==> src/sv/twma_pkg.sv <==
`timescale 1ns / 1ps
// shared types and constants of the time window moving average block
// no dependencies; imported by every module of the block
package twma_pkg;

	// field widths
	localparam int TIME_W   = 63;
	localparam int VAL_W    = 32;
	localparam int AVG_W    = 40;
	localparam int FRAC_W   = 8;
	localparam int STAT_W   = 2;
	localparam int WIN_W    = 32;
	localparam int IN_W     = 96;
	localparam int STORE_W  = VAL_W + TIME_W;

	// defaults
	localparam int             DEPTH_DEF  = 1024;
	localparam logic [WIN_W-1:0] WINDOW_RST = 32'd1000000;

	// item kinds carried on the input tuser
	localparam logic MODE_PUSH  = 1'b0;
	localparam logic MODE_QUERY = 1'b1;

	// result status codes
	typedef enum logic [STAT_W-1:0] {
		STAT_OK    = 2'd0,
		STAT_FULL  = 2'd1,
		STAT_ORDER = 2'd2
	} status_t;

	// sequencer states
	typedef enum logic [2:0] {
		ST_IDLE,
		ST_EV_RD,
		ST_EV_CMP,
		ST_WRITE,
		ST_DIV_GO,
		ST_DIV_WAIT,
		ST_OUT
	} state_t;

	// divider status back to the sequencer
	typedef struct packed {
		logic busy;
		logic done;
	} div_stat_t;

endpackage

==> src/sv/twma_div.sv <==
`timescale 1ns / 1ps
// restoring divider, one quotient bit per cycle
// depends on twma_pkg for the status struct
module twma_div #(
	parameter int DVD_W = 50,
	parameter int DSR_W = 11
) (
	input  logic                     clk,
	input  logic                     arst_n,
	input  logic                     start,
	input  logic [DVD_W-1:0]         dividend,
	input  logic [DSR_W-1:0]         divisor,
	output twma_pkg::div_stat_t      stat,
	output logic [DVD_W-1:0]         quotient
);
	import twma_pkg::*;

	localparam int CNT_W = $clog2(DVD_W + 1);

	logic [DVD_W-1:0] dvd_q;
	logic [DSR_W-1:0] dsr_q;
	logic [DSR_W:0]   rem_q;
	logic [CNT_W-1:0] cnt_q;
	logic             busy_q;
	logic             done_q;

	logic [DSR_W:0]   rem_sh;
	logic [DSR_W+1:0] diff;
	logic             ge;

	// one trial subtraction
	always_comb begin
		rem_sh = {rem_q[DSR_W-1:0], dvd_q[DVD_W-1]};
		diff   = {1'b0, rem_sh} - {2'b00, dsr_q};
		ge     = ~diff[DSR_W+1];
	end

	// control
	always_ff @(posedge clk or negedge arst_n) begin
		if (!arst_n) begin
			busy_q <= 1'b0;
			done_q <= 1'b0;
			cnt_q  <= '0;
		end else begin
			done_q <= 1'b0;
			if (start) begin
				busy_q <= 1'b1;
				cnt_q  <= CNT_W'(DVD_W);
			end else if (busy_q) begin
				cnt_q <= cnt_q - 1'b1;
				if (cnt_q == CNT_W'(1)) begin
					busy_q <= 1'b0;
					done_q <= 1'b1;
				end
			end
		end
	end

	// datapath, quotient shifts in where the dividend shifts out
	always_ff @(posedge clk) begin
		if (start) begin
			dvd_q <= dividend;
			dsr_q <= divisor;
			rem_q <= '0;
		end else if (busy_q) begin
			dvd_q <= {dvd_q[DVD_W-2:0], ge};
			rem_q <= ge ? diff[DSR_W:0] : rem_sh;
		end
	end

	assign stat.busy = busy_q;
	assign stat.done = done_q;
	assign quotient  = dvd_q;

endmodule

==> config.mk <==
export PLATFORM = sky130hd
export DESIGN_NAME = twma_div
export DESIGN_NICKNAME = d
export VERILOG_FILES = /design/src/sv/twma_pkg.sv /design/src/sv/twma_div.sv
export SDC_FILE = /design/constraint.sdc
export NUM_CORES = 1
export LEC_CHECK = 0
export ABC_AREA = 1
export BUFFER_PORTS_ARGS = -buffer_cell sky130_fd_sc_hd__buf_2
export CORE_UTILIZATION = 50
export CTS_CLUSTER_SIZE = 20
export DETAILED_ROUTE_END_ITERATION = 6
export PLACE_DENSITY = 0.77
export SLEW_MARGIN = 20
export SYNTH_ARGS = -nofsm -noshare
export SYNTH_HDL_FRONTEND = slang
export SYNTH_SLANG_ARGS = --single-unit
==> constraint.sdc <==
create_clock -name clk -period 2.8 [get_ports clk]
set_input_delay 0.14 -clock clk [delete_from_list [all_inputs] [get_ports clk]]
set_output_delay 0.14 -clock clk [all_outputs]
set_load 0.05 [all_outputs]
## Word-level counts from Yosys, hierarchy flattened

Index checks and enable logic that the tools add are counted.

| operators by class | value |
|---|---|
| mux-type cells | 11 |
| add/sub/neg operators | 2 |
| equal/unequal tests | 1 |
| bitwise gates (word level) | 1 |
| reduce and logical (&&, ||, !) cells | 1 |

Operators with widths:

| operator | count |
|---|---|
| two-way mux 50 bit | 2 |
| subtractor 12 x 11 -> 13 bit | 1 |
| two-way mux 6 bit | 2 |
| two-way mux 11 bit | 1 |
| equality test 6 x 1 -> 1 bit, second input constant | 1 |
| two-way mux 1 bit | 6 |
| subtractor 6 x 1 -> 6 bit, second input constant | 1 |
| nonzero test 2 bit | 1 |
| inverter 1 bit | 1 |

| word-level totals | value |
|---|---|
| output and inout port bits | 52 |
| flip-flop bits (word level) | 80 |
| input bits | 64 |

## Depth between registers and ports, before layout

Gate-level depths: netlist of run 1.

| depth | value |
|---|---|
| depth in word-level cells | 4 |
| depth in mapped cells | 13 |
| mapped depth without buffers | 12 |

## Worst setup path after synthesis of run 1

OpenSTA, ideal clock, no wires.

| path | value |
|---|---|
| path kind | register to register |
| start | register dvd_q[49] (netlist: quotient[49]) |
| end | register rem_q[0] |
| setup slack | 0.524 ns |
| cell stages (with the launch flop) | 13 |
| arrival time | 2.098 ns |
| buffers on the path | 1 |
| library setup time | 0.178 ns |
| cell sequence | edfxtp_1 inv_1 ha_1 fa_1 inv_1 nand3_1 nand3_1 nand2_2 nand3_2 buf_6 nand2_1 nand3_1 o21ai_0 |

| on the way | value |
|---|---|
| word-level cells in the longest chain between the ends | 2 |

RTL lines:

| what | RTL line | source |
|---|---|---|
| start, declared | twma_div.sv:20 | `logic [DVD_W-1:0] dvd_q;` |
| start signal, assigned | twma_div.sv:62 | `dvd_q <= dividend;` |
| start signal, assigned | twma_div.sv:66 | `dvd_q <= {dvd_q[DVD_W-2:0], ge};` |
| subtractor 12 x 11 -> 13 bit | twma_div.sv:34 | `diff = {1'b0, rem_sh} - {2'b00, dsr_q};` |
| two-way mux 11 bit (*) | twma_div.sv:67 | `rem_q <= ge ? diff[DSR_W:0] : rem_sh;` |
| end signal, assigned | twma_div.sv:67 |  |
| end, declared | twma_div.sv:22 | `logic [DSR_W:0] rem_q;` |

Mark *: on every way between the ends. The rest lies on a longest branch, timed or not.
A chain may end at the register's enable or synchronous reset.

## Worst setup path after layout of run 1

| path | value |
|---|---|
| start | register dvd_q[49] (netlist: quotient[49]) |
| end | register rem_q[9] |

| on the way | value |
|---|---|
| word-level cells in the longest chain between the ends | 2 |

RTL lines:

| what | RTL line |
|---|---|
| subtractor 12 x 11 -> 13 bit | twma_div.sv:34 |
| two-way mux 11 bit | twma_div.sv:67 |

Every way passes these cells.

==> metrics.txt, run 1 <==
status finished, final reports clean; Synth Instances 475; 1st-iter DRT viols 201; # H-tree levels 3; number of global-route vias before repair 3259; Top Layer Used met4; WP data arrival 2480 ps; final net count 678; post-CTS sizing 0; final wirelength 9060 um; Die Wd 91.6 um; unrepaired setup endpoints after global routing no; IO Pins 116; clock latency on the worst-skew pair 350 ps; Worst Max-Slew Pin Slew 879 ps; max-cap violations 0; GRT Overall Usage 23.0%; hold slack 48.6 ps; minimum clock period 2190 ps; layout cell share with drive strength beyond 1 24.5%; max-slew violations 0; Synth Register Bits 80; Initial DRT Pass Iterations 5; Antenna Cells 0; post-route clock period utilization 78.1%; Worst Path Required 3090 ps; post-synth cell types 30; Startpoint Class register; final cell count without fillers 707; # rows 32; vias 3418; Port-buffer cells 115; worst-path maximum fanout 21; Post-DP Area 4660 um^2; sequential-to-total area share from yosys stat 56.1%; Routed Antenna Nets 0; maximum root-to-sink buffer count 2; WL/cell 12.8 um; Ys Warns 0; Starting Density 52.0%; Max rail drop VDD 0.396 mV; metal2 WL 4410 um; CP Class reg2reg; Hold Crit Class in2reg; GRT Residual Overflow 0; setup tns final 0 ps; Detail Placement HPWL 6370 um; routed vias/inst 4.83; CTS tree built; Worst Skew 8.82 ps; routability cong. 0.886; Area contributors post-synth edfxtp_1 (46%), nand2_1 (22%), dfxtp_1 (5.5%), dfrtp_1 (5.0%), inv_1 (4.2%); first-pass GRT wire length 14900 um; Inst Count DP 679; CTS Sinks 80; share of the synthesized area in the top cell type 45.6%; clock-pin slew on the worst setup and hold paths 90 ps; leakage 2.65 nW; Synth Net Count 553; Post-Layout Inst Area 5010 um^2; # DRC 0; clock root cell clkbuf_8; wl on met1 3850 um; final setup violation count 0; Power Dens Cells 789 nW/um^2; Inserted Clock Buffers 9; Synth Cell Area 4020 um^2; Worst setup EP type register; hold path cells 3; Fmax achieved 457 MHz; Die ar. 8390 um^2; Reg2Reg Depth 12; Rel. slew slack 41.2%; initial antenna violation count 0; largest net degree at the start of global routing 55; synth-to-layout area growth 24.7%; Avg Inst Size Synth 8.45 um^2; Die Y 91.6 um; post-synth top area cell edfxtp_1; routed wl met3 647 um; Core Region 7730 um^2; final hold vios 0
path summary, 6_finish.rpt:
kind                         startpoint      endpoint  slack [ps]
max                        quotient[49]      rem_q[9]         610
min                        dividend[17]  quotient[17]          50
max reg2reg                quotient[49]      rem_q[9]         610
min reg2reg                    rem_q[4]      rem_q[4]         480
max in group asynchronous        arst_n      cnt_q[2]        2470
min in group asynchronous        arst_n      cnt_q[5]         160
state kept, by name (all words and copies together), names as in the netlist:
register and flops:
busy_q 1, quotient 50, cnt_q 6, dsr_q 11, done_q 1, rem_q 11
cell usage after synthesis:
library cell,n
dfrtp_1,8
nand4_1,4
or2_0,1
fa_1,1
buf_2,1
a21oi_2,1
inv_2,4
a22oi_1,1
nor2_1,26
ha_1,13
clkbuf_1,10
xor2_1,1
edfxtp_1,61
o21ai_0,6
nand2_2,4
nand3_1,22
nand3_2,1
nand2_1,233
nor2_2,4
nor3_1,1
xnor2_1,2
nor4_1,1
buf_4,2
inv_1,45
o21ai_1,1
buf_6,1
dfxtp_1,11
nand3b_1,1
a21oi_1,6
clkbuf_8,2
per-stage QoR:
step                util, %  total power [mW]  setup WS (ps)
finish                 64.8              3.95            614
global placement       60.3              2.94            760
floorplan                 -              2.71            524
global route           64.8              4.22            356
detailed placement     60.3              2.98            647
CTS                    64.8              3.98            614
cell type report:
| type | instances | area, um^2 |
|---|---|---|
| inverters | 49 | 184 |
| fillers | 683 | 2720 |
| flip-flops and latches | 80 | 2250 |
| clock buffers | 12 | 155 |
| well taps | 102 | 128 |
| clock inverters | 4 | 76.3 |
| multi-input cells | 330 | 1480 |
| repair buffers | 130 | 731 |
placed cells by master (no fill, tap or decap), types with 2 or more instances in the layout:
master / n
inv_1: 44
buf_2: 115
bufinv_16: 2
a21oi_1: 6
o21ai_0: 6
dlygate4sd3_1: 12
nand2_1: 233
nor2_1: 26
nand4_1: 4
xnor2_1: 2
dfrtp_1: 8
clkbuf_8: 11
dfxtp_1: 11
inv_2: 5
nand3_1: 22
nand2_2: 4
nor2_2: 4
ha_1: 13
buf_4: 2
edfxtp_1: 61
metal layers:
metal,track usage (%),up-vias
met5,0,-
met4,7.67,0
met3,7.79,14
met2,37.2,105
met1,28.9,1555
li1,-,1744
kinds of logic after synthesis:
family	Yosys count	share of synthesized area [%]
AND/OR/NAND/NOR	298	29.7
flip-flops	80	56.1
XOR/XNOR	3	0.655
AO/OA/AOI/OAI	15	2.03
buffers and inverters	65	6.98
adder cells (fa/ha/maj)	14	4.55
power breakdown:
part	internal (mW)	switching, mW
clock	0.553	0.424
combinational	0.460	0.951
sequential	1.46	0.110
worst max-delay path: stages, from the launching register on:
cell and delay, ps:
edfxtp_1 350, inv_1 60, ha_1 220, fa_1 410, inv_1 110, nand3_1 70, nand3_1 140, nand2_2 100
nand3_2 330, nor2_1 90, nor2_1 120, nand2_1 60, nand2_1 60
what timing repair did:
| action | 4_1_cts | 5_1_grt |
|---|---|---|
| hold buffers | 12 | 0 |
| setup buffers | 0 | 0 |
| endpoints found under the hold margin | 19 | 0 |
Power figures use the tool's default switching activity.
==> inputs of run 2 (changes only) <==
Clock period 2.8 ns to 2.25 ns, I/O delays scaled along.
==> run 2 against run 1 <==
  * Sequential share of layout area decreased by 0.11 points
  * Global-route usage down 0.45 points
  * Non-clock buffer count unchanged
  * Count of clock-buffer cells in the layout did not move
  * Register-to-register slack got worse by 360 ps
  * Total power grew 25%
  * Worst hold slack got worse by 21 ps
  * Highest routed layer unchanged
  * Largest cell class unchanged
  * Cell count unchanged
==> metrics.txt, run 2 (same netlist as run 1, synthesis figures left out) <==
clock latency on the worst-skew pair 350 ps; final hold vios 0; Worst Max-Slew Pin Slew 871 ps; unrepaired setup endpoints after global routing no; WL/cell 12.7 um; Detail Placement HPWL 6370 um; Inserted Clock Buffers 9; CP Class reg2reg; synth-to-layout area growth 25.1%; clock-pin slew on the worst setup and hold paths 90 ps; clock root cell clkbuf_8; GRT Overall Usage 22.5%; number of global-route vias before repair 3279; Post-DP Area 4660 um^2; Antenna Cells 0; max-slew violations 0; post-route clock period utilization 88.7%; first-pass GRT wire length 14800 um; largest net degree at the start of global routing 55; Worst Skew 12.6 ps; Worst setup EP type register; routability cong. 0.882; Starting Density 52.0%; CTS tree built; Port-buffer cells 115; Reg2Reg Depth 11; final net count 678; GRT Residual Overflow 0; Reg-to-Reg End rem_q[10]; Max rail drop VDD 0.441 mV; vias 3448; Worst R2R Start quotient[49]; WP data arrival 2240 ps; status finished, final reports clean; maximum root-to-sink buffer count 2; Worst Path Required 2490 ps; 1st-iter DRT viols 189; initial antenna violation count 0; launch point of the critical path quotient[49]; setup tns final 0 ps; Post-Layout Inst Area 5020 um^2; Startpoint Class register; routed vias/inst 4.88; max reg flops 50; Core Region 7730 um^2; Rel. slew slack 41.8%; CP max-delay cell fa_1; Power Dens Cells 983 nW/um^2; CTS Sinks 80; final wirelength 8990 um; max-cap violations 0; final setup violation count 0; most frequent cells in the layout nand2_1 (233), buf_2 (115), edfxtp_1 (61), inv_1 (44), nor2_1 (26); # H-tree levels 3; Fmax achieved 501 MHz; leakage 2.65 nW; max incr delay on CP 400 ps; Hold Crit Class in2reg; hold path cells 3; worst-path maximum fanout 21; Initial DRT Pass Iterations 5; Die Y 91.6 um; # rows 32; layout cell share with drive strength beyond 1 24.6%; minimum clock period 2000 ps; Die Wd 91.6 um; r2r setup slk 250 ps; most common cell after layout, fill and taps aside nand2_1; Fill cells 637; # DRC 0; Die ar. 8390 um^2; crit path to rem_q[10]; Routed Antenna Nets 0; Critical Path, Cell by Cell inv_1, ha_1, fa_1, inv_1, nand3_1, nand3_2, nand2_2, nand3_4, nand3_1, nand2_1, nand2_1; IO Pins 116
-- run 2: worst min-delay path by stage --
stage | startpoint | slack (ps) | to
2_1_floorplan | arst_n | -180 | busy_q
6_report | dividend[13] | 30 | quotient[13]
5_1_grt | dividend[16] | 20 | quotient[16]
3_3_place_gp | arst_n | -40 | busy_q
3_5_place_dp | arst_n | -40 | done_q
4_1_cts | dividend[13] | 20 | quotient[13]
-- run 2: area by class of cell --
| type | count | area (um^2) | area share, % |
|---|---|---|---|
| Multi-Input combinational cell | 330 | 1500 | 29.8 |
| Clock inverter | 4 | 76.3 | 1.52 |
| Clock buffer | 12 | 155 | 3.09 |
| Tap cell | 102 | 128 | 2.54 |
| Timing Repair Buffer | 130 | 731 | 14.6 |
| Inverter | 49 | 184 | 3.66 |
| Sequential cell | 80 | 2250 | 44.9 |
-- run 2: repair_timing --
action	4_1_cts	5_1_grt
endpoints found under the setup margin	0	11
hold buffers	12	0
gates resized for setup	0	1
buffers inserted	0	0
endpoints found under the hold margin	19	0
-- run 2: worst max-delay path: cells and delay by family, from the launching register on --
family,cells,cell delay [ps]
buffers and inverters,2,160
flip-flops,1,340
AND/OR/NAND/NOR,7,760
adder cells (fa/ha/maj),2,620
-- run 2: metrics by stage --
| step | util, % | std cells | power (mW) | worst slack (ps) | hold slack [ps] |
|---|---|---|---|---|---|
| 2_1_floorplan | - | 475 | 3.38 | 7.25 | -183 |
| 3_3_place_gp | 60.3 | 679 | 3.67 | 236 | -38.9 |
| 3_5_place_dp | 60.3 | 679 | 3.71 | 144 | -35.7 |
| 4_1_cts | 64.9 | 707 | 4.94 | 127 | 16.8 |
| 5_1_grt | 65.0 | 707 | 5.27 | 57.4 | 17.1 |
| 6_report | 65.0 | 707 | 4.93 | 253 | 28.0 |
-- run 2: power breakdown --
group	internal, mW	total [mW]	switching, mW
registers	1.81	1.95	0.139
clock network	0.689	1.21	0.524
logic	0.581	1.77	1.19
total	3.08	4.93	1.85
-- run 2: per-layer routing --
layer | vias up | wire, um | share of wire [%] | global-route usage, %
met4 | 0 | 219 | 2.4 | 8.20
met1 | 1561 | 3890 | 43 | 28.5
met2 | 125 | 4260 | 47 | 36.3
met5 | - | 0 | 0 | 0
li1 | 1744 | - | - | -
met3 | 18 | 620 | 6.9 | 7.05
